`src/rtl/vector_direction_quantizer_defines.svh`:
```
// Assertion macros for the vector direction quantizer.
// No dependencies; included by files that carry concurrent assertions.
`ifndef VECTOR_DIRECTION_QUANTIZER_DEFINES_SVH
`define VECTOR_DIRECTION_QUANTIZER_DEFINES_SVH

// Same-cycle implication, checked out of reset.
`define VDQ_ASSERT_NOW(label, clk, rst_n, ante, cons, msg) \
    label: assert property (@(posedge clk) disable iff (!(rst_n)) (ante) |-> (cons)) \
        else $error(msg);

// Next-cycle implication, checked out of reset.
`define VDQ_ASSERT_NEXT(label, clk, rst_n, ante, cons, msg) \
    label: assert property (@(posedge clk) disable iff (!(rst_n)) (ante) |=> (cons)) \
        else $error(msg);

`endif

```
`src/rtl/vdq_pkg.sv`:
```
// Shared types, constants and the tangent threshold table of the direction quantizer.
// No dependencies.
`timescale 1ns / 1ps

package vdq_pkg;

    localparam int COORD_WIDTH_DEF = 32;
    localparam int TAN_SCALE_SHIFT = 12;   // ratio is scaled by 4096
    localparam int TAN_COUNT       = 64;
    localparam int TAN_BITS        = 19;   // holds the largest threshold plus one
    localparam int IDX_WIDTH       = 7;    // index runs 0..64
    localparam int DIR_WIDTH       = 8;

    localparam logic [DIR_WIDTH-1:0] DIR_ZERO          = 8'd0;
    localparam logic [DIR_WIDTH-1:0] DIR_QUARTER       = 8'd64;
    localparam logic [DIR_WIDTH-1:0] DIR_HALF          = 8'd128;
    localparam logic [DIR_WIDTH-1:0] DIR_THREE_QUARTER = 8'd192;

    // First-quadrant tangent thresholds, scaled by 4096.
    localparam logic [TAN_BITS-1:0] TAN_THRESH [TAN_COUNT] = '{
        19'd50,    19'd151,   19'd252,   19'd353,   19'd454,   19'd556,   19'd659,
        19'd763,   19'd867,   19'd973,   19'd1080,  19'd1188,  19'd1298,  19'd1409,
        19'd1523,  19'd1638,  19'd1756,  19'd1876,  19'd1999,  19'd2125,  19'd2254,
        19'd2387,  19'd2524,  19'd2665,  19'd2810,  19'd2961,  19'd3116,  19'd3278,
        19'd3446,  19'd3622,  19'd3805,  19'd3997,  19'd4198,  19'd4409,  19'd4632,
        19'd4868,  19'd5118,  19'd5383,  19'd5667,  19'd5970,  19'd6296,  19'd6647,
        19'd7028,  19'd7442,  19'd7895,  19'd8392,  19'd8943,  19'd9555,  19'd10242,
        19'd11019, 19'd11906, 19'd12929, 19'd14124, 19'd15540, 19'd17247, 19'd19348,
        19'd22000, 19'd25457, 19'd30158, 19'd36935, 19'd47564, 19'd66670, 19'd111207,
        19'd333752
    };

    // Sign and zero flags of the input vector, carried down the cell row.
    typedef struct packed {
        logic x_neg;
        logic y_neg;
        logic x_zero;
        logic y_zero;
    } t_flags;

endpackage

```
`src/rtl/vdq_fold.sv`:
```
// Exit stage: folds the first-quadrant index into the vector's quadrant.
// Depends on vdq_pkg; its register is the block's output register.
`timescale 1ns / 1ps

module vdq_fold
    import vdq_pkg::*;
(
    input  logic                 i_clk,
    input  logic                 i_rst_n,
    input  logic                 i_valid,
    input  t_flags               i_flags,
    input  logic [IDX_WIDTH-1:0] i_idx,
    output logic                 o_ready,
    output logic                 o_valid,
    input  logic                 i_ready,
    output logic [DIR_WIDTH-1:0] o_direction
);

    logic                 r_valid;
    logic [DIR_WIDTH-1:0] r_direction;
    logic [DIR_WIDTH-1:0] n_direction;
    logic [DIR_WIDTH-1:0] w_idx;

    assign o_ready = !r_valid || i_ready;
    assign w_idx   = DIR_WIDTH'(i_idx);

    // Pick the direction; the axis case ignores the index.
    always_comb begin
        priority if (i_flags.x_zero) begin
            priority if (i_flags.y_zero) begin
                n_direction = DIR_ZERO;
            end else if (i_flags.y_neg) begin
                n_direction = DIR_THREE_QUARTER;
            end else begin
                n_direction = DIR_QUARTER;
            end
        end else if (i_flags.x_neg) begin
            n_direction = i_flags.y_neg ? (DIR_HALF + w_idx) : (DIR_HALF - w_idx);
        end else if (i_flags.y_neg) begin
            // wraps to zero for a zero index
            n_direction = DIR_ZERO - w_idx;
        end else begin
            n_direction = w_idx;
        end
    end

    always_ff @(posedge i_clk) begin
        if (!i_rst_n) begin
            r_valid <= 1'b0;
        end else if (o_ready) begin
            r_valid <= i_valid;
        end
    end

    always_ff @(posedge i_clk) begin
        if (o_ready && i_valid) begin
            r_direction <= n_direction;
        end
    end

    assign o_valid     = r_valid;
    assign o_direction = r_direction;

endmodule
```
`config.mk`:
```
export PLATFORM = sky130hd
export DESIGN_NAME = vdq_fold
export DESIGN_NICKNAME = d
export VERILOG_FILES = /design/src/rtl/vector_direction_quantizer_defines.svh /design/src/rtl/vdq_pkg.sv /design/src/rtl/vdq_fold.sv
export SDC_FILE = /design/constraint.sdc
export NUM_CORES = 1
export LEC_CHECK = 0
export CAP_MARGIN = 0
export CORE_UTILIZATION = 25
export CTS_CLUSTER_DIAMETER = 60
export DETAILED_ROUTE_END_ITERATION = 8
export DONT_BUFFER_PORTS = 1
export PLACE_DENSITY = 0.4
export SLEW_MARGIN = 20
export SYNTH_ARGS = -nofsm -noshare
export SYNTH_HDL_FRONTEND = slang
export SYNTH_SLANG_ARGS = --single-unit
```
`constraint.sdc`:
```
create_clock -name i_clk -period 1.6 [get_ports i_clk]
set_input_delay 0.08 -clock i_clk [delete_from_list [all_inputs] [get_ports i_clk]]
set_output_delay 0.08 -clock i_clk [all_outputs]
set_load 0.01 [all_outputs]
```
==> insert_results.sql <==
INSERT INTO impl_metrics (metric_group, metric, value, unit) VALUES
('synth', 'yosys.cell_types.count', '21', ''),
('sta', 'timing.clock.skew', '0.00108', 'ns'),
('place', 'final_replace_weighted_congestion', '0.696', ''),
('cells_and_area', 'multi_input_comb_area', '228', 'sq um'),
('cts', 'clock_tree.htree_level_count', '1', ''),
('sta', 'finalSetupViolations', '0', ''),
('worst_setup_path', 'endpoint_kind', 'register', ''),
('sta', 'rsz0062_at_grt', 'false', ''),
('cts', 'tritoncts.num_buffers', '3', ''),
('global_route', 'grt_util_all_layers', '10.3', '%'),
('synth', 'synth_area_per_cell', '10.6', 'sq um'),
('floorplan', 'chipWidth', '47.0', 'microns'),
('place', 'buffer_ports.inserted', '0', ''),
('synth', 'synth-seq-cells', '9', ''),
('synth', 'synth_compound_area_share', '13.6', '%'),
('floorplan', 'die_height', '47.0', 'microns'),
('routing', 'antenna_left', '0', ''),
('flow_run', 'maxCapViolations', '0', ''),
('sta', 'setup_tns', '0', 'ns'),
('cells_and_area', 'antenna-diode-count', '0', ''),
('floorplan', 'die_area', '2210', 'sq um'),
('synth', 'synth_commonest_cells', 'edfxtp_1 (8), nor2_1 (5), a21oi_1 (4), inv_1 (4)', ''),
('hold_path', 'hold-path-cell-count', '1', ''),
('global_route', 'grt_pass1_vias', '409', ''),
('synth', 'mappedNetlistArea', '507', 'sq um'),
('worst_setup_path', 'worst-endpoint-required', '1.80', 'ns'),
('cts', 'cts.clk_slew.worst_paths', '0.06', 'ns'),
('sta', 'clock_period_minus_worst_slack', '1.31', 'ns'),
('worst_setup_path', 'critPathKind', 'register to register', ''),
('hold_path', 'hold_crit_class', 'primary input to register', ''),
('global_route', 'grt_antenna_before_repair', '0', ''),
('synth', 'yosysTopAreaCell', 'edfxtp_1', ''),
('global_route', 'pin_count_of_the_biggest_net_entering_global_routing', '12', ''),
('worst_setup_path', 'timing.critical_path.fanout_max', '3', ''),
('routing', 'drt_drc_violations_left', '0', ''),
('floorplan', 'io-pin-count', '25', ''),
('synth', 'synth.net_count', '64', ''),
('worst_setup_path', 'worst_r2r_path_depth', '3', ''),
('global_route', 'grt_remaining_overflow', '0', ''),
('place', 'place_area', '534', 'sq um'),
('cts', 'cts-root-buf', 'clkbuf_4', ''),
('floorplan', 'std_cell_rows', '15', ''),
('power_and_ir_drop', 'vdd_drop_max', '248', 'uV'),
('cells_and_area', 'final_core_util', '31.9', '%'),
('synth', 'synthesis.instances', '48', ''),
('place', 'dp_hpwl', '804', 'microns'),
('synth', 'synth_enable_flop_cells', '8', ''),
('sta', 'timing.slew.headroom', '71.0', '%'),
('floorplan', 'floorplan.initialDensity', '27.8', '%'),
('cells_and_area', 'final_cell_count_no_fill', '78', ''),
('cells_and_area', 'layout.cell_area.non_filler', '581', 'sq um'),
('sta', 'fin_crit_sh', '81.8', '%'),
('power_and_ir_drop', 'total_leakage_power', '0.212', 'nW'),
('synth', 'dominant_combinational_cell_family_by_area_after_synthesis', 'simple AND/OR/NAND/NOR gates', ''),
('routing', 'detailedRoute.firstIterationViolations', '3', ''),
('routing', 'postRouteWirelength', '978', 'microns'),
('cells_and_area', 'drive_above_1_share', '13.2', '%'),
('sta', 'final_hold_viol_count', '0', ''),
('power_and_ir_drop', 'post-layout-total-power', '522', 'uW'),
('cts', 'cts_sinks', '9', ''),
('cells_and_area', 'fillers', '206', ''),
('sta', 'final-max-slew-violation-count', '0', ''),
('cells_and_area', 'seqCellArea', '260', 'sq um'),
('synth', 'synth.top_cell.area_share', '47.4', '%'),
('cells_and_area', 'syn2layout_area_growth', '14.6', '%'),
('global_route', 'global_route_wire_length_before_repair', '1500', 'microns'),
('floorplan', 'design.core.area', '1820', 'sq um'),
('cts', 'post_cts.resized_instances', '0', ''),
('run_status', 'status', 'finished, final reports clean', ''),
('synth', 'synthMuxAreaShare', '6.42', '%'),
('synth', 'netlist_top_cells_area', 'edfxtp_1 (47%), mux2_2 (4.4%), a21oi_1 (4.0%)', '');
worst max-delay path, stage by stage, from the launching register on:
cell           delay [ns]
dfxtp_1              0.38
nand2b_1             0.14
a21boi_0             0.18
dlygate4sd3_1        0.55
metrics by stage:
step                setup slack, ns  hold slack (ns)
finish                        0.291           0.0116
global route                  0.200          0.00441
CTS                           0.279          0.00230
detailed placement            0.350            0.231
global placement              0.379            0.224
floorplan                     0.463            0.219
repair_timing:
item | 4_1_cts | 5_1_grt
hold buffers | 2 | 0
endpoints found under the hold margin | 1 | 0
buffers inserted | 0 | 0
cell type report:
class                   count  area share [%]
repair buffers              2            3.45
multi-input cells          34            39.2
flip-flops and latches      9            44.8
inverters                   4            2.59
well taps                  25            5.39
clock buffers               4            4.53
sequential cells by signal (all words and copies together) (netlist names):
name         flops
o_valid          1
o_direction      8
power by group:
group / total (mW) / switching, mW / internal (mW)
sequential: 0.295 / 0.0159 / 0.279
combinational: 0.0630 / 0.0310 / 0.0319
clock: 0.164 / 0.0688 / 0.0954
cells in the final DEF (no fill, tap or decap):
cell / instances
nand2b_1: 1
and2_1: 1
nand3_1: 2
clkbuf_1: 1
clkbuf_4: 3
dlygate4sd3_1: 2
dfxtp_1: 1
a21boi_0: 2
inv_1: 4
nor3_1: 2
xnor2_2: 1
mux2i_1: 1
nor3b_1: 2
o21ai_0: 3
ha_1: 1
a22o_2: 1
a2111oi_0: 1
a21oi_1: 4
nor2b_1: 2
or3_1: 3
nor2_1: 5
edfxtp_1: 8
mux2_2: 2
worst paths after layout:
kind                   startpoint                            to  slack (ns)
max reg2reg  o_valid$_SDFFE_PN0N_          o_valid$_SDFFE_PN0N_        0.29
min reg2reg  o_valid$_SDFFE_PN0N_      o_direction[7]$_DFFE_PP_        1.03
max          o_valid$_SDFFE_PN0N_          o_valid$_SDFFE_PN0N_        0.29
min                    i_flags[1]  o_direction[3]$_SDFFCE_PP0P_        0.01
kinds of logic after synthesis:
logic type,count (synthesis)
buffers and inverters,5
AND/OR/NAND/NOR,18
flip-flops,9
AO/OA/AOI/OAI,11
adder cells (fa/ha/maj),1
multiplexers,3
XOR/XNOR,1
routing by layer:
layer	vias to the layer above	part of all wire [%]	wire length [microns]	GRT usage, %
met1	157	40	396	9.76
met2	23	46	453	16.7
met5	-	0	0	0
met3	2	11	108	3.85
met4	0	1.9	19	10.3
li1	185	-	-	-
Note: power is estimated with default switching activity, not from simulation.
