$ cat config.mk
export PLATFORM = sky130hd
export DESIGN_NAME = vdq_cell
export DESIGN_NICKNAME = d
export VERILOG_FILES = /design/src/rtl/vector_direction_quantizer_defines.svh /design/src/rtl/vdq_pkg.sv /design/src/rtl/vdq_cell.sv
export SDC_FILE = /design/constraint.sdc
export NUM_CORES = 1
export LEC_CHECK = 0
export ABC_AREA = 1
export BUFFER_PORTS_ARGS = -buffer_cell sky130_fd_sc_hd__buf_4
export CORE_MARGIN = 3
export CORE_UTILIZATION = 45
export CTS_CLUSTER_SIZE = 25
export DETAILED_ROUTE_END_ITERATION = 6
export MAX_ROUTING_LAYER = met4
export PLACE_DENSITY_LB_ADDON = 0.1
export SLEW_MARGIN = 10
export SYNTH_ARGS = -nofsm -noshare
export SYNTH_HDL_FRONTEND = slang
export SYNTH_SLANG_ARGS = --single-unit
$ cat constraint.sdc
create_clock -name i_clk -period 5.35 [get_ports i_clk]
set_input_delay 0.535 -clock i_clk [delete_from_list [all_inputs] [get_ports i_clk]]
set_output_delay 0.535 -clock i_clk [all_outputs]
set_load 0.01 [all_outputs]
$ cat src/rtl/vector_direction_quantizer_defines.svh
// Assertion macros for the vector direction quantizer.
// No dependencies; included by files that carry concurrent assertions.
`ifndef VECTOR_DIRECTION_QUANTIZER_DEFINES_SVH
`define VECTOR_DIRECTION_QUANTIZER_DEFINES_SVH

// Same-cycle implication, checked out of reset.
`define VDQ_ASSERT_NOW(label, clk, rst_n, ante, cons, msg) \
    label: assert property (@(posedge clk) disable iff (!(rst_n)) (ante) |-> (cons)) \
        else $error(msg);

// Next-cycle implication, checked out of reset.
`define VDQ_ASSERT_NEXT(label, clk, rst_n, ante, cons, msg) \
    label: assert property (@(posedge clk) disable iff (!(rst_n)) (ante) |=> (cons)) \
        else $error(msg);

`endif

$ cat src/rtl/vdq_pkg.sv
// Shared types, constants and the tangent threshold table of the direction quantizer.
// No dependencies.
`timescale 1ns / 1ps

package vdq_pkg;

    localparam int COORD_WIDTH_DEF = 32;
    localparam int TAN_SCALE_SHIFT = 12;   // ratio is scaled by 4096
    localparam int TAN_COUNT       = 64;
    localparam int TAN_BITS        = 19;   // holds the largest threshold plus one
    localparam int IDX_WIDTH       = 7;    // index runs 0..64
    localparam int DIR_WIDTH       = 8;

    localparam logic [DIR_WIDTH-1:0] DIR_ZERO          = 8'd0;
    localparam logic [DIR_WIDTH-1:0] DIR_QUARTER       = 8'd64;
    localparam logic [DIR_WIDTH-1:0] DIR_HALF          = 8'd128;
    localparam logic [DIR_WIDTH-1:0] DIR_THREE_QUARTER = 8'd192;

    // First-quadrant tangent thresholds, scaled by 4096.
    localparam logic [TAN_BITS-1:0] TAN_THRESH [TAN_COUNT] = '{
        19'd50,    19'd151,   19'd252,   19'd353,   19'd454,   19'd556,   19'd659,
        19'd763,   19'd867,   19'd973,   19'd1080,  19'd1188,  19'd1298,  19'd1409,
        19'd1523,  19'd1638,  19'd1756,  19'd1876,  19'd1999,  19'd2125,  19'd2254,
        19'd2387,  19'd2524,  19'd2665,  19'd2810,  19'd2961,  19'd3116,  19'd3278,
        19'd3446,  19'd3622,  19'd3805,  19'd3997,  19'd4198,  19'd4409,  19'd4632,
        19'd4868,  19'd5118,  19'd5383,  19'd5667,  19'd5970,  19'd6296,  19'd6647,
        19'd7028,  19'd7442,  19'd7895,  19'd8392,  19'd8943,  19'd9555,  19'd10242,
        19'd11019, 19'd11906, 19'd12929, 19'd14124, 19'd15540, 19'd17247, 19'd19348,
        19'd22000, 19'd25457, 19'd30158, 19'd36935, 19'd47564, 19'd66670, 19'd111207,
        19'd333752
    };

    // Sign and zero flags of the input vector, carried down the cell row.
    typedef struct packed {
        logic x_neg;
        logic y_neg;
        logic x_zero;
        logic y_zero;
    } t_flags;

endpackage

$ cat src/rtl/vdq_cell.sv
// One threshold cell: tests |y|*4096 against (threshold+1)*|x| and counts passes.
// Depends on vdq_pkg.
`timescale 1ns / 1ps

module vdq_cell
    import vdq_pkg::*;
#(
    parameter int                 COORD_WIDTH = COORD_WIDTH_DEF,
    parameter logic [TAN_BITS-1:0] THRESH_P1  = TAN_BITS'(1)
) (
    input  logic                   i_clk,
    input  logic                   i_rst_n,
    input  logic                   i_valid,
    input  logic [COORD_WIDTH-1:0] i_ax,
    input  logic [COORD_WIDTH-1:0] i_ay,
    input  t_flags                 i_flags,
    input  logic [IDX_WIDTH-1:0]   i_idx,
    output logic                   o_ready,
    output logic                   o_valid,
    input  logic                   i_ready,
    output logic [COORD_WIDTH-1:0] o_ax,
    output logic [COORD_WIDTH-1:0] o_ay,
    output t_flags                 o_flags,
    output logic [IDX_WIDTH-1:0]   o_idx
);

    localparam int PROD_W = COORD_WIDTH + TAN_BITS;

    logic                   r_valid;
    logic [COORD_WIDTH-1:0] r_ax;
    logic [COORD_WIDTH-1:0] r_ay;
    t_flags                 r_flags;
    logic [IDX_WIDTH-1:0]   r_idx;
    logic [PROD_W-1:0]      w_prod;
    logic [PROD_W-1:0]      w_scaled;
    logic                   w_pass;

    assign o_ready = !r_valid || i_ready;

    // floor(ay*4096/ax) > T  <=>  (T+1)*ax <= ay*4096; thresholds rise, so
    // the pass count equals the index of the first threshold not below the floored ratio.
    assign w_prod   = PROD_W'(i_ax) * PROD_W'(THRESH_P1);
    assign w_scaled = PROD_W'({i_ay, {TAN_SCALE_SHIFT{1'b0}}});
    assign w_pass   = (w_prod <= w_scaled);

    always_ff @(posedge i_clk) begin
        if (!i_rst_n) begin
            r_valid <= 1'b0;
        end else if (o_ready) begin
            r_valid <= i_valid;
        end
    end

    // Advance the beat to the next cell.
    always_ff @(posedge i_clk) begin
        if (o_ready && i_valid) begin
            r_ax    <= i_ax;
            r_ay    <= i_ay;
            r_flags <= i_flags;
            r_idx   <= i_idx + IDX_WIDTH'(w_pass);
        end
    end

    assign o_valid = r_valid;
    assign o_ax    = r_ax;
    assign o_ay    = r_ay;
    assign o_flags = r_flags;
    assign o_idx   = r_idx;

endmodule

==> flow_summary.toml <==
[yosys]
yosysWarnings = 0
synth_largest_area_cell = "edfxtp_1"
yosys_register_bits = 76
synth_area_leaders = "edfxtp_1 (75%), ha_1 (9.1%), inv_1 (3.7%), nand2_1 (3.7%), nor2_1 (1.9%)"
syn_area_sq_um = 3020
postSynthNetCount = 305
ys_types = 19
synthCells = 204
avgSynthCellArea_sq_um = 14.8
yosysTopAreaCellShare = 0.745
ys_seq_area_frac = 0.752

[floorplan]
start_util = 0.471
die_area_sq_um = 7740
die_w_microns = 88.0
fp-row-count = 29
pin_count = 156
die_y_microns = 88.0
core-area_sq_um = 6420

[power]
p_clk_frac = 0.302
p_switching_mw = 0.284
intPower_mw = 0.984
power.density_nw_per_um2 = 283
p_sw_frac = 0.224
leakage_nw = 2.06
p_seq_frac = 0.557
comb_power_share = 0.141
irDropWorstVdd_mv = 0.190

[detailed_routing]
vias_per_cell = 4.62
wl_microns = 6620
vias = 2093
post_drt_wl_per_cell_microns = 14.6
antenna_left = 0
route.detailed.drc = 0
dr.pass1.iters = 4
dr.first_iter.drc_count = 77

[worst_setup_path]
cpLargestDelayFamily = "simple AND/OR/NAND/NOR gates"
worstRegToRegCells = 2
r2r_start = "o_valid$_SDFFE_PN0N_"
crit_fanout = 2
cp_slowest_cell = "ha_1"
path_cells = "buf_4, ha_1, nand2_1, nor2_1, nand4_1, nor2_2, nand2_1, nand3_1, nand2_1, ha_1, ha_1, nand3_1, nor2_1, xor2_1"
cp_num_cells = 14
path_class = "primary input to flop"
start_kind = "primary input"
path_buf_inv = 1
r2r-end = "o_idx[3]$_DFFE_PP_"
end_kind = "flop"
r2r_slack_ns = 3.46
required_ns = 5.44
slowest_delay_ns = 0.28
arrival_ns = 2.33

[timing]
timing.final.crit_share = 0.418
fin_tns_setup_ns = 0
slew_viol_final = 0
hold_viol_final = 0
slew_headroom = 0.499
finalSetupViolCount = 0
grt_setup_unrepaired = "no"
worstMarginPinSlew_ns = 0.752
max_freq_ghz = 0.448
fin_skew_ns = 0.00463
hold_ws_ns = 0.374
period_minus_slack_ns = 2.23

[job]
max_cap_violations = 0

[global_route]
first_global_vias = 2115
grt_pass1_wl_microns = 9870
use_met1 = 0.199
grtUsageTotal = 0.180
grt_util_met2 = 0.297
overflow = 0
grt_max_degree = 62
grt-busiest-layer = "met2"
grtUsageMet3 = 0.0517
antenna_found_initial = 0

[layout]
final_common_cell = "buf_4"
final_cell_area_sq_um = 4470
final_cell_mix = "buf_4 (156), edfxtp_1 (75), inv_1 (30), nand2_1 (30), ha_1 (22)"
antenna_cells = 0
nets = 472
layout-area-overhead-vs-synth_pct = 48.0
drive_gt1_frac = 0.460

[cts]
cts_setup_buffers = 0
cts_tree = "done"
clk_pin_slew_ns = 0.07
ctsHoldBuffers = 0
ctsResizeCount = 0
cts_buffer_depth = 2
cts_sinks = 76
clkLatencyLatePin_ns = 0.34
cts_max_level = 3
cts-root-buf = "clkbuf_8"
cts_buffers = 9

[placement]
port_buffers = 155
dp_hpwl_microns = 5260
placed_cell_area_sq_um = 4300
place.gp.congestion = 0.768

[worst_hold_path]
worstHoldPathType = "primary input to flop"
min_delay_path_depth = 1
holdPathEnd = "o_flags[3]$_DFFE_PP_"
min-delay-start = "i_flags[3]"

[status]
outcome = "complete, no violations"
[cell usage after synthesis]
| master | count |
|---|---|
| and2_1 | 1 |
| nand2_1 | 30 |
| nor3_1 | 3 |
| inv_1 | 30 |
| nor4_1 | 1 |
| xor2_1 | 5 |
| a21o_1 | 1 |
| nand3_2 | 1 |
| ha_1 | 22 |
| a21boi_0 | 1 |
| nand3_1 | 4 |
| nor2_2 | 2 |
| edfxtp_1 | 75 |
| nand4_1 | 2 |
| nor2_1 | 15 |
| a21oi_1 | 8 |
| o21ai_0 | 1 |
| o21a_1 | 1 |
| dfxtp_1 | 1 |
[worst max-delay path by stage]
stage | start | endpoint | slack (ns)
floorplan | i_valid | o_ax[0]$_DFFE_PP_ | 0.61
global placement | i_ax[27] | o_idx[6]$_DFFE_PP_ | 2.82
detailed placement | i_ay[15] | o_idx[6]$_DFFE_PP_ | 2.75
CTS | i_ay[15] | o_idx[6]$_DFFE_PP_ | 3.11
global route | i_ay[15] | o_idx[6]$_DFFE_PP_ | 2.94
finish | i_ax[27] | o_idx[6]$_DFFE_PP_ | 3.12
[routing by layer]
metal | vias up | routed length [microns] | part of all wire
met4 | 0 | 163 | 0.025
li1 | 1048 | - | -
met2 | 95 | 3400 | 0.51
met1 | 935 | 2510 | 0.38
met3 | 15 | 545 | 0.082
met5 | - | 0 | 0
[power by group through the flow]
stage	registers [mW]	clock network, mW	logic [mW]
floorplan	0.743	0	0.0444
global placement	0.719	0	0.178
detailed placement	0.720	0	0.181
CTS	0.707	0.395	0.182
global route	0.709	0.421	0.198
finish	0.706	0.384	0.179
[kinds of logic (layout without fill, tap and decap cells)]
family / Yosys count / after routing / synth area share
AOI/OAI and AO/OA: 12 / 12 / 0.0224
buffers and inverters: 30 / 202 / 0.0373
xor gates and xnor gates: 5 / 5 / 0.0145
and+or+nand+nor: 59 / 59 / 0.0832
DFF: 76 / 76 / 0.752
adders and majority gates: 22 / 22 / 0.0911
[worst reg2reg max path: stages, from the launching register on]
cell and delay, ns:
dfxtp_1 0.35, a21oi_4 0.45, buf_4 0.70
[flip-flops by register name, summed over array words and instances (netlist names)]
name	cells
o_ax	32
o_idx	7
o_valid	1
o_ay	32
o_flags	4
[cell type report]
class / instances / area, sq um
sequential: 76 / 2270
timing repair buffer: 156 / 1170
clock buffer: 14 / 163
fill: 488 / 1950
multi-input combinational: 98 / 649
clock inverter: 2 / 10.0
inverter: 30 / 113
tap: 77 / 96.3
[stage by stage]
stage | total power [mW] | setup slack, ns | std cells | util
2_1_floorplan | 0.787 | 0.612 | 204 | -
3_3_place_gp | 0.896 | 2.82 | 437 | 0.670
3_5_place_dp | 0.901 | 2.75 | 437 | 0.670
4_1_cts | 1.28 | 3.11 | 453 | 0.697
5_1_grt | 1.33 | 2.94 | 453 | 0.697
6_report | 1.27 | 3.12 | 453 | 0.697
No activity file was read; power rests on OpenSTA's default activity.
