### config.mk
export PLATFORM = sky130hd
export DESIGN_NAME = vdq_front
export DESIGN_NICKNAME = d
export VERILOG_FILES = /design/src/rtl/vector_direction_quantizer_defines.svh /design/src/rtl/vdq_pkg.sv /design/src/rtl/vdq_front.sv
export SDC_FILE = /design/constraint.sdc
export NUM_CORES = 1
export LEC_CHECK = 0
export ABC_AREA = 1
export BUFFER_PORTS_ARGS = -buffer_cell sky130_fd_sc_hd__buf_4
export CAP_MARGIN = 20
export CORE_UTILIZATION = 46
export DETAILED_ROUTE_END_ITERATION = 6
export HOLD_SLACK_MARGIN = 0.15
export MAX_ROUTING_LAYER = met4
export PLACE_DENSITY = 0.76
export SETUP_SLACK_MARGIN = 0.2
export SLEW_MARGIN = 20
export SYNTH_ARGS = -nofsm -noshare
export SYNTH_HDL_FRONTEND = slang
export SYNTH_SLANG_ARGS = --single-unit
### constraint.sdc
create_clock -name i_clk -period 4.2 [get_ports i_clk]
set_input_delay 0.21 -clock i_clk [delete_from_list [all_inputs] [get_ports i_clk]]
set_output_delay 0.21 -clock i_clk [all_outputs]
set_load 0.005 [all_outputs]
### src/rtl/vector_direction_quantizer_defines.svh
// Assertion macros for the vector direction quantizer.
// No dependencies; included by files that carry concurrent assertions.
`ifndef VECTOR_DIRECTION_QUANTIZER_DEFINES_SVH
`define VECTOR_DIRECTION_QUANTIZER_DEFINES_SVH

// Same-cycle implication, checked out of reset.
`define VDQ_ASSERT_NOW(label, clk, rst_n, ante, cons, msg) \
    label: assert property (@(posedge clk) disable iff (!(rst_n)) (ante) |-> (cons)) \
        else $error(msg);

// Next-cycle implication, checked out of reset.
`define VDQ_ASSERT_NEXT(label, clk, rst_n, ante, cons, msg) \
    label: assert property (@(posedge clk) disable iff (!(rst_n)) (ante) |=> (cons)) \
        else $error(msg);

`endif

### src/rtl/vdq_pkg.sv
// Shared types, constants and the tangent threshold table of the direction quantizer.
// No dependencies.
`timescale 1ns / 1ps

package vdq_pkg;

    localparam int COORD_WIDTH_DEF = 32;
    localparam int TAN_SCALE_SHIFT = 12;   // ratio is scaled by 4096
    localparam int TAN_COUNT       = 64;
    localparam int TAN_BITS        = 19;   // holds the largest threshold plus one
    localparam int IDX_WIDTH       = 7;    // index runs 0..64
    localparam int DIR_WIDTH       = 8;

    localparam logic [DIR_WIDTH-1:0] DIR_ZERO          = 8'd0;
    localparam logic [DIR_WIDTH-1:0] DIR_QUARTER       = 8'd64;
    localparam logic [DIR_WIDTH-1:0] DIR_HALF          = 8'd128;
    localparam logic [DIR_WIDTH-1:0] DIR_THREE_QUARTER = 8'd192;

    // First-quadrant tangent thresholds, scaled by 4096.
    localparam logic [TAN_BITS-1:0] TAN_THRESH [TAN_COUNT] = '{
        19'd50,    19'd151,   19'd252,   19'd353,   19'd454,   19'd556,   19'd659,
        19'd763,   19'd867,   19'd973,   19'd1080,  19'd1188,  19'd1298,  19'd1409,
        19'd1523,  19'd1638,  19'd1756,  19'd1876,  19'd1999,  19'd2125,  19'd2254,
        19'd2387,  19'd2524,  19'd2665,  19'd2810,  19'd2961,  19'd3116,  19'd3278,
        19'd3446,  19'd3622,  19'd3805,  19'd3997,  19'd4198,  19'd4409,  19'd4632,
        19'd4868,  19'd5118,  19'd5383,  19'd5667,  19'd5970,  19'd6296,  19'd6647,
        19'd7028,  19'd7442,  19'd7895,  19'd8392,  19'd8943,  19'd9555,  19'd10242,
        19'd11019, 19'd11906, 19'd12929, 19'd14124, 19'd15540, 19'd17247, 19'd19348,
        19'd22000, 19'd25457, 19'd30158, 19'd36935, 19'd47564, 19'd66670, 19'd111207,
        19'd333752
    };

    // Sign and zero flags of the input vector, carried down the cell row.
    typedef struct packed {
        logic x_neg;
        logic y_neg;
        logic x_zero;
        logic y_zero;
    } t_flags;

endpackage

### src/rtl/vdq_front.sv
// Entry stage: splits each vector into magnitudes and sign/zero flags.
// Depends on vdq_pkg.
`timescale 1ns / 1ps

module vdq_front
    import vdq_pkg::*;
#(
    parameter int COORD_WIDTH = COORD_WIDTH_DEF
) (
    input  logic                   i_clk,
    input  logic                   i_rst_n,
    input  logic                   i_valid,
    input  logic [COORD_WIDTH-1:0] i_vec_x,
    input  logic [COORD_WIDTH-1:0] i_vec_y,
    output logic                   o_ready,
    output logic                   o_valid,
    input  logic                   i_ready,
    output logic [COORD_WIDTH-1:0] o_ax,
    output logic [COORD_WIDTH-1:0] o_ay,
    output t_flags                 o_flags
);

    logic                   r_valid;
    logic [COORD_WIDTH-1:0] r_ax;
    logic [COORD_WIDTH-1:0] r_ay;
    t_flags                 r_flags;
    logic [COORD_WIDTH-1:0] n_ax;
    logic [COORD_WIDTH-1:0] n_ay;
    t_flags                 n_flags;

    // Take a beat when the stage is empty or drains this cycle.
    assign o_ready = !r_valid || i_ready;

    // Form magnitudes; the most negative code negates to itself, read as unsigned.
    always_comb begin
        n_flags.x_neg  = i_vec_x[COORD_WIDTH-1];
        n_flags.y_neg  = i_vec_y[COORD_WIDTH-1];
        n_flags.x_zero = (i_vec_x == '0);
        n_flags.y_zero = (i_vec_y == '0);
        n_ax = n_flags.x_neg ? (~i_vec_x + COORD_WIDTH'(1)) : i_vec_x;
        n_ay = n_flags.y_neg ? (~i_vec_y + COORD_WIDTH'(1)) : i_vec_y;
    end

    always_ff @(posedge i_clk) begin
        if (!i_rst_n) begin
            r_valid <= 1'b0;
        end else if (o_ready) begin
            r_valid <= i_valid;
        end
    end

    always_ff @(posedge i_clk) begin
        if (o_ready && i_valid) begin
            r_ax    <= n_ax;
            r_ay    <= n_ay;
            r_flags <= n_flags;
        end
    end

    assign o_valid = r_valid;
    assign o_ax    = r_ax;
    assign o_ay    = r_ay;
    assign o_flags = r_flags;

endmodule

==> impl_metrics.py, run 1 <==
metrics = {
    "cells_and_area": {
        "fin_area_sq_mm": 0.005564,
        "antenna_cells": 0,
        "drive_gt1_share_pct": 28.66,
        "final_common_cell": "nand2_1",
        "areaGrowthSynthToFinish_pct": 33.34,
        "fin_nets": 723,
        "final_cell_mix": "nand2_1, buf_4, nor2_1",
        "final_util_pct": 63.49,
    },
    "floorplanning": {
        "io_pins": 138,
        "die_area_sq_mm": 0.009456,
        "core-area_sq_mm": 0.008763,
        "start_util_pct": 47.62,
        "fp-row-count": 34,
        "die_h_um": 97.24,
        "die_x_um": 97.24,
    },
    "job": {
        "max_cap_violations": 0,
    },
    "place": {
        "dp_hpwl_mm": 8.574,
        "place_congestion": 0.9705,
        "dpl_worst_slack_ps": 2186,
        "port_buffers": 137,
        "postPlaceCellArea_sq_mm": 0.005310,
    },
    "routing": {
        "vias": 3818,
        "final_antenna_net_count": 0,
        "drt_first_pass_iters": 4,
        "routedWlPerCell_um": 14.30,
        "dr.first_iter.drc_count": 109,
        "routed_via_density": 4.997,
        "drcViolationCount": 0,
        "drt_wl_total_mm": 10.92,
    },
    "clock_tree": {
        "clk_path_buf_depth": 2,
        "cts.sinks": 69,
        "ctsHtreeMaxLevel": 3,
        "cts.repair.resized": 0,
        "insertion_delay_ps": 350,
        "cts_made_buffers": 9,
        "cts_tree": "built",
        "path_clk_slew_ps": 80,
        "cts-root-buf": "clkbuf_8",
    },
    "synthesis": {
        "yosysTopAreaCell": "edfxtp_1",
        "synth_top_area_share_pct": 48.94,
        "yosysSeqAreaShare_pct": 49.42,
        "syn_inst": 505,
        "ys_ff_latch": 69,
        "synth_area_sq_mm": 0.004173,
        "post_synth.cell_area_avg_sq_um": 8.263,
        "synth_area_leaders": "edfxtp_1, nand2_1, nor2_1",
        "syn-num-nets": 577,
        "async_reset_ff_share_pct": 0,
        "ys.flop_type": "edfxtp_1",
        "ys_types": 27,
        "synth_edf_count": 68,
        "ys_warn_count": 0,
    },
    "sta": {
        "clock_skew_ps": 5.217,
        "hold_viol": 0,
        "setup_viol": 0,
        "layout_min_cycle_time_ps": 2004,
        "setup_tns_ps": 0,
        "slew_headroom_pct": 45.99,
        "fin_crit_sh_pct": 47.71,
        "rsz0062_at_grt": "no",
        "final.setup.worst_slack_ps": 2196,
        "timing.fmax_mhz": 499.1,
        "drv_slew": 0,
        "whs_ps": 164.1,
        "worst_pin_slew_ps": 808.4,
    },
    "setup_path": {
        "critPathKind": "flop to flop",
        "startpoint_type": "flop",
        "rr_worst_depth": 2,
        "critPathMaxFanout": 42,
        "worstPathRequired_ps": 4190,
        "end_kind": "flop",
        "cp.arrival_ps": 1990,
    },
    "power_and_ir_drop": {
        "intPower_mw": 1.312,
        "seq_power_share_pct": 47.1,
        "leakage_nw": 2.466,
        "ir_worst_vdd_uv": 187.8,
        "p_comb_share_pct": 18.9,
        "power_density_mw_per_mm2": 319.4,
        "switching_power_mw": 0.4652,
        "p_clk_share_pct": 34.0,
        "switching_share_pct": 26.18,
    },
    "global_route": {
        "grt_pass1_wl_mm": 17.21,
        "grt_use_total_pct": 23.86,
        "overflow": 0,
        "antenna_found_initial": 0,
        "grt_pass1_vias": 3714,
        "grt_max_degree": 43,
    },
    "hold_path": {
        "whs_path_depth": 3,
        "hold_class": "primary input to flop",
    },
    "run_status": {
        "status": "finished, final reports clean",
    },
}
cell families after synthesis:
group / after synthesis / share of synthesized area (%)
AND/OR/NAND/NOR: 339 / 36.10
AO/OA/AOI/OAI: 18 / 2.489
XOR/XNOR: 30 / 6.297
flip-flops: 69 / 49.42
adder cells (fa/ha/maj): 4 / 1.199
buffers and inverters: 45 / 4.498
flip-flops by register name, indices dropped and copies added (netlist names):
register,cells
o_ax,32
o_ay,32
o_flags,4
o_valid,1
metrics by stage:
stage               std cells  power [mW]
global placement          744       1.180
detailed placement        744       1.187
finish                    764       1.777
floorplan                 505       1.007
CTS                       764       1.791
global route              764       1.849
power by group through the flow:
stage                     combinational (mW)  clock, mW  sequential, mW
after floorplan                        0.146          0           0.860
after global placement                 0.327          0           0.853
after detailed placement               0.334          0           0.853
after CTS                              0.337      0.615           0.838
after global routing                   0.368      0.639           0.842
final                                  0.336      0.604           0.838
metal layers:
| layer | GRT usage (%) | share of wire, % | vias to the layer above |
|---|---|---|---|
| met3 | 4.173 | 6.4 | 20 |
| met1 | 26.76 | 40 | 1732 |
| met5 | - | 0 | - |
| met2 | 42.63 | 51 | 150 |
| li1 | - | - | 1916 |
| met4 | 8.597 | 2.0 | 0 |
path summary, 6_finish.rpt:
path	startpoint	endpoint	slack, ps
hold / removal	i_vec_y[22]	o_ay[22]$_DFFE_PP_	160
hold reg to reg	o_valid$_SDFFE_PN0N_	o_valid$_SDFFE_PN0N_	580
setup / recovery	o_valid$_SDFFE_PN0N_	o_ay[5]$_DFFE_PP_	2200
setup reg to reg	o_valid$_SDFFE_PN0N_	o_ay[5]$_DFFE_PP_	2200
area by class of cell:
type                    instances  area (sq um)
fillers                       768          3199
clock buffers                   9         123.9
inverters                      38         142.6
clock inverters                 7         90.09
well taps                     108         135.1
multi-input cells             391          1934
flip-flops and latches         69          2062
repair buffers                142          1076
critical path, cell delays in order (launching register included):
cell	delay, ps
dfxtp_1	350
a21oi_4	660
buf_4	590
repair_timing:
item | in CTS | in global routing
buffers inserted | 0 | 0
endpoints found under the hold margin | 4 | 0
hold buffers | 4 | 0
synth_stat cells, types with 2 or more instances:
library cell	count
ha_1	4
buf_2	3
nand2_2	3
o21ai_2	2
o21ai_0	6
edfxtp_1	68
nor2_1	80
xor2_1	9
nand3_1	41
a21oi_1	5
nor2_4	12
nor3_1	4
nor2_2	12
o21ai_1	3
nand3b_1	7
nand2_1	178
inv_1	36
buf_4	2
xnor2_1	21
inv_2	2
Power figures use the tool's default switching activity.
==> inputs of run 2 (changes only) <==
CORE_UTILIZATION = 51   (was 46)
PLACE_DENSITY = 0.8   (was 0.76)
clock period = 2.03 ns   (was 4.2 ns; I/O delays follow)
==> impl_metrics.py, run 2 (synthesis results as in run 1) <==
metrics = {
    "run_status": {
        "status": "finished, final reports clean",
    },
    "cells_and_area": {
        "drive_gt1_share_pct": 26.26,
        "final_common_cell": "nand2_1",
        "layoutNonFillerInstCount": 814,
        "final_util_pct": 78.00,
        "areaGrowthSynthToFinish_pct": 45.94,
        "final_cell_mix": "nand2_1, buf_4, nor2_1",
        "antenna_cells": 0,
        "fin_nets": 779,
    },
    "place": {
        "port_buffers": 137,
        "dp_hpwl_mm": 8.355,
        "place_inst": 738,
        "place_congestion": 0.9551,
        "dpl_worst_slack_ps": 618.2,
    },
    "sta": {
        "fin_crit_sh_pct": 79.98,
        "hold_viol": 0,
        "slew_headroom_pct": 76.88,
        "setup_tns_ps": 0,
        "drv_slew": 0,
        "rsz0062_at_grt": "no",
        "setup_viol": 0,
        "final.setup.worst_slack_ps": 406.3,
        "worst_pin_slew_ps": 346.8,
        "timing.fmax_mhz": 615.9,
        "clock_skew_ps": 13.74,
        "layout_min_cycle_time_ps": 1624,
    },
    "job": {
        "max_cap_violations": 0,
    },
    "floorplanning": {
        "fp-row-count": 32,
        "io_pins": 138,
        "die_area_sq_mm": 0.008548,
        "die_x_um": 92.46,
        "core-area_sq_mm": 0.007807,
        "start_util_pct": 53.45,
        "die_h_um": 92.46,
    },
    "setup_path": {
        "r2r_slack_ps": 830,
        "critPathMaxFanout": 5,
        "critPathSlowestCell": "dlygate4sd3_1",
        "worstPathRequired_ps": 2120,
        "path_cells": "dlygate4sd3_1, buf_4, inv_1, ha_1, nand2_1, nor2_4, nor2_2, nor2_4, nand2_1, nand2_1, nand2_1",
        "end_kind": "flop",
        "cp_common_cell": "nand2_1",
        "cp.buffers_inverters": 3,
        "cp_top_family": "buffers and inverters",
        "max_stage_delay_ps": 540,
        "cp.arrival_ps": 1720,
        "startpoint_type": "primary input",
        "critPathKind": "primary input to flop",
    },
    "routing": {
        "routed_via_density": 5.014,
        "drt_wl_total_mm": 11.59,
        "vias": 4081,
        "drcViolationCount": 0,
        "dr.first_iter.drc_count": 164,
        "final_antenna_net_count": 0,
        "drt_first_pass_iters": 5,
        "routedWlPerCell_um": 14.24,
    },
    "clock_tree": {
        "cts_made_buffers": 9,
        "path_clk_slew_ps": 70,
        "cts.sinks": 69,
        "ctsHtreeMaxLevel": 3,
        "cts-root-buf": "clkbuf_8",
        "cts_tree": "built",
        "insertion_delay_ps": 350,
        "postCtsSetupBuffers": 0,
        "clk_path_buf_depth": 2,
        "postCtsHoldBufs": 60,
        "cts.repair.resized": 0,
    },
    "power_and_ir_drop": {
        "seq_power_share_pct": 48.8,
        "p_comb_share_pct": 22.4,
        "ir_worst_vdd_uv": 415.2,
        "intPower_mw": 2.613,
        "power_density_mw_per_mm2": 583.6,
        "switching_share_pct": 26.49,
        "leakage_nw": 2.689,
        "switching_power_mw": 0.9413,
        "p_clk_share_pct": 28.9,
    },
    "global_route": {
        "grt_use_total_pct": 28.77,
        "grt_max_degree": 69,
        "overflow": 0,
        "grt_pass1_vias": 4124,
        "antenna_found_initial": 0,
        "grt_pass1_wl_mm": 18.26,
    },
    "hold_path": {
        "hold_class": "primary input to flop",
    },
}
[run 2: metrics by stage]
| stage | hold WS, ps | instance area (sq um) | total power, mW |
|---|---|---|---|
| 2_1_floorplan | 200.4 | 4185 | 2.082 |
| 3_3_place_gp | 289.7 | 5316 | 2.443 |
| 3_5_place_dp | 290.9 | 5316 | 2.460 |
| 4_1_cts | 157.3 | 6090 | 3.563 |
| 5_1_grt | 170.9 | 6090 | 3.692 |
| 6_report | 159.5 | 6090 | 3.554 |
[run 2: worst paths after layout]
| kind | start | to | cells past startpoint |
|---|---|---|---|
| setup / recovery | i_vec_x[0] | o_ax[18]$_DFFE_PP_ | 11 |
| hold / removal | i_vec_y[1] | o_ay[1]$_DFFE_PP_ | 3 |
| setup reg to reg | o_valid$_SDFFE_PN0N_ | o_valid$_SDFFE_PN0N_ | 3 |
| hold reg to reg | o_valid$_SDFFE_PN0N_ | o_ay[18]$_DFFE_PP_ | 2 |
[run 2: layer usage]
| metal | wire length [um] | track usage (%) | share of wire [%] | vias to the layer above |
|---|---|---|---|---|
| li1 | - | - | - | 2023 |
| met1 | 4320 | 29.44 | 37 | 1844 |
| met2 | 6161 | 53.58 | 53 | 180 |
| met3 | 697 | 4.269 | 6.0 | 34 |
| met4 | 414 | 13.67 | 3.6 | 0 |
| met5 | 0 | - | 0 | - |
[run 2: power by group through the flow]
| stage | clock, mW | combinational (mW) | sequential [mW] |
|---|---|---|---|
| floorplan | 0 | 0.304 | 1.78 |
| global placement | 0 | 0.680 | 1.76 |
| detailed placement | 0 | 0.695 | 1.76 |
| CTS | 1.04 | 0.788 | 1.73 |
| global route | 1.09 | 0.862 | 1.74 |
| finish | 1.03 | 0.794 | 1.73 |
[run 2: layout make-up]
type	instances	area, sq um
clock buffers	14	162.7
inverters	38	142.6
well taps	102	127.6
repair buffers	198	1649
fillers	533	1718
multi-input cells	391	1934
flip-flops and latches	69	2063
clock inverters	2	10.01
[run 2: tightest hold or removal path, stage by stage]
cell,delay [ps]
buf_4,80
inv_1,50
o21ai_0,150
==> inputs of run 3 (changes only) <==
clock period = 1.55 ns   (was 2.03 ns; I/O delays follow)
==> impl_metrics.py, run 3 (synthesis results as in run 1) <==
metrics = {
    "run_status": {
        "status": "finished, final reports clean",
    },
    "setup_path": {
        "cp.arrival_ps": 1410,
        "rr_startpoint": "o_valid$_SDFFE_PN0N_",
        "critPathKind": "primary input to flop",
        "reg2reg_to": "o_valid$_SDFFE_PN0N_",
        "worstPathRequired_ps": 1650,
        "critPathMaxFanout": 4,
        "r2r_slack_ps": 320,
        "end_kind": "flop",
        "crit_path_end": "o_ax[27]$_DFFE_PP_",
        "startpoint_type": "primary input",
        "cp-startpoint": "i_vec_x[24]",
        "rr_worst_depth": 3,
    },
    "floorplanning": {
        "io_pins": 138,
        "die_h_um": 92.46,
        "core-area_sq_mm": 0.007807,
        "die_area_sq_mm": 0.008548,
        "start_util_pct": 53.45,
        "die_x_um": 92.46,
        "fp-row-count": 32,
    },
    "power_and_ir_drop": {
        "leakage_nw": 2.723,
        "ir_worst_vdd_uv": 453.3,
        "switching_power_mw": 1.234,
        "switching_share_pct": 27.09,
        "seq_power_share_pct": 49.9,
        "intPower_mw": 3.322,
        "p_comb_share_pct": 23.8,
        "power_mw": 4.556,
        "p_clk_share_pct": 26.3,
        "power_density_mw_per_mm2": 732.7,
    },
    "global_route": {
        "grt_max_degree": 69,
        "met1_usage_pct": 32.19,
        "use_met2_pct": 53.27,
        "use_met3_pct": 5.993,
        "busiest_layer": "met2",
        "grt_use_total_pct": 30.02,
        "overflow": 0,
        "grt_pass1_vias": 4168,
        "antenna_found_initial": 0,
        "grt_pass1_wl_mm": 19.13,
    },
    "clock_tree": {
        "cts_tree": "built",
        "insertion_delay_ps": 340,
        "ctsHtreeMaxLevel": 3,
        "clk_path_buf_depth": 2,
        "cts_made_buffers": 9,
        "cts.sinks": 69,
        "cts-root-buf": "clkbuf_8",
        "path_clk_slew_ps": 70,
    },
    "cells_and_area": {
        "final_common_cell": "nand2_1",
        "final_cell_mix": "nand2_1, buf_4, edfxtp_1",
        "antenna_cells": 0,
        "fin_nets": 785,
        "areaGrowthSynthToFinish_pct": 49.03,
        "final_util_pct": 79.65,
        "drive_gt1_share_pct": 29.51,
    },
    "routing": {
        "routedWlPerCell_um": 14.91,
        "drt_wl_total_mm": 12.18,
        "final_antenna_net_count": 0,
        "vias": 4192,
        "dr.first_iter.drc_count": 178,
        "drcViolationCount": 0,
        "routed_via_density": 5.131,
        "drt_first_pass_iters": 5,
    },
    "sta": {
        "layout_min_cycle_time_ps": 1308,
        "setup_viol": 0,
        "rsz0062_at_grt": "yes",
        "drv_slew": 0,
        "hold_viol": 0,
        "worst_pin_slew_ps": 362.5,
        "fin_crit_sh_pct": 84.38,
        "setup_tns_ps": 0,
        "slew_headroom_pct": 75.83,
        "timing.fmax_mhz": 764.6,
        "clock_skew_ps": 4.965,
    },
    "hold_path": {
        "hold_class": "primary input to flop",
    },
    "place": {
        "dp_hpwl_mm": 8.457,
        "place_congestion": 0.9556,
        "port_buffers": 137,
    },
    "job": {
        "max_cap_violations": 0,
    },
}
## run 3: cell types whose count changed in the layout (fill, tap and decap cells not counted), moves of 3 or more
cell / change
dlygate4sd3_1: +3
nor2_4: +6
nand2_2: +8
nor2_2: +8
nand2_1: -9
nor2_1: -14
## run 3: repair_timing
item	in CTS	in global routing
hold buffers	61	3
endpoints found under the setup margin	0	10
endpoints found under the hold margin	64	4
setup buffers	0	1
gates resized for setup	0	34
## run 3: final cells by class
type	count	area, sq um
inverters	38	142.6
flip-flops and latches	69	2063
repair buffers	204	1714
clock inverters	3	16.27
well taps	102	127.6
fillers	518	1589
clock buffers	10	127.6
multi-input cells	391	2027
## run 3: critical path, cell delays in order
cell	delay (ps)
dlygate4sd3_1	530
buf_4	160
nor2_2	110
nand2_2	100
nor2_2	130
nand2_2	70
nand2_2	70
nand2_1	50
nand2_1	50
nand2_1	40
## run 3: power groups by stage
stage	Clock [mW]	Sequential [mW]	Combinational, mW
2_1_floorplan	0	2.33	0.398
3_3_place_gp	0	2.31	0.893
3_5_place_dp	0	2.31	0.912
4_1_cts	1.22	2.27	1.03
5_1_grt	1.28	2.28	1.17
6_report	1.20	2.27	1.09
## run 3: through the flow
| stage | area (sq um) | instances | setup slack [ps] | hold slack [ps] |
|---|---|---|---|---|
| floorplan | 4185 | 505 | -363.7 | 176.4 |
| global placement | 5324 | 739 | 216.6 | 265.7 |
| detailed placement | 5324 | 739 | 156.4 | 267.1 |
| CTS | 6078 | 813 | 231.7 | 56.64 |
| global route | 6218 | 817 | 168.9 | 78.28 |
| finish | 6218 | 817 | 242.1 | 76.75 |
## run 3: worst min-delay path by stage
stage / from / cells after the start / to
2_1_floorplan: i_vec_x[0] / 0 / o_ax[0]$_DFFE_PP_
5_1_grt: i_vec_y[18] / 3 / o_ay[18]$_DFFE_PP_
4_1_cts: i_vec_x[21] / 3 / o_ax[21]$_DFFE_PP_
3_5_place_dp: i_vec_y[0] / 1 / o_ay[0]$_DFFE_PP_
6_report: i_vec_y[18] / 3 / o_ay[18]$_DFFE_PP_
3_3_place_gp: i_vec_x[0] / 1 / o_ax[0]$_DFFE_PP_
## run 3: metal layers
metal | wire [um] | vias up
li1 | - | 2038
met1 | 4456 | 1912
met2 | 6448 | 206
met3 | 905 | 36
met4 | 372 | 0
met5 | 0 | -
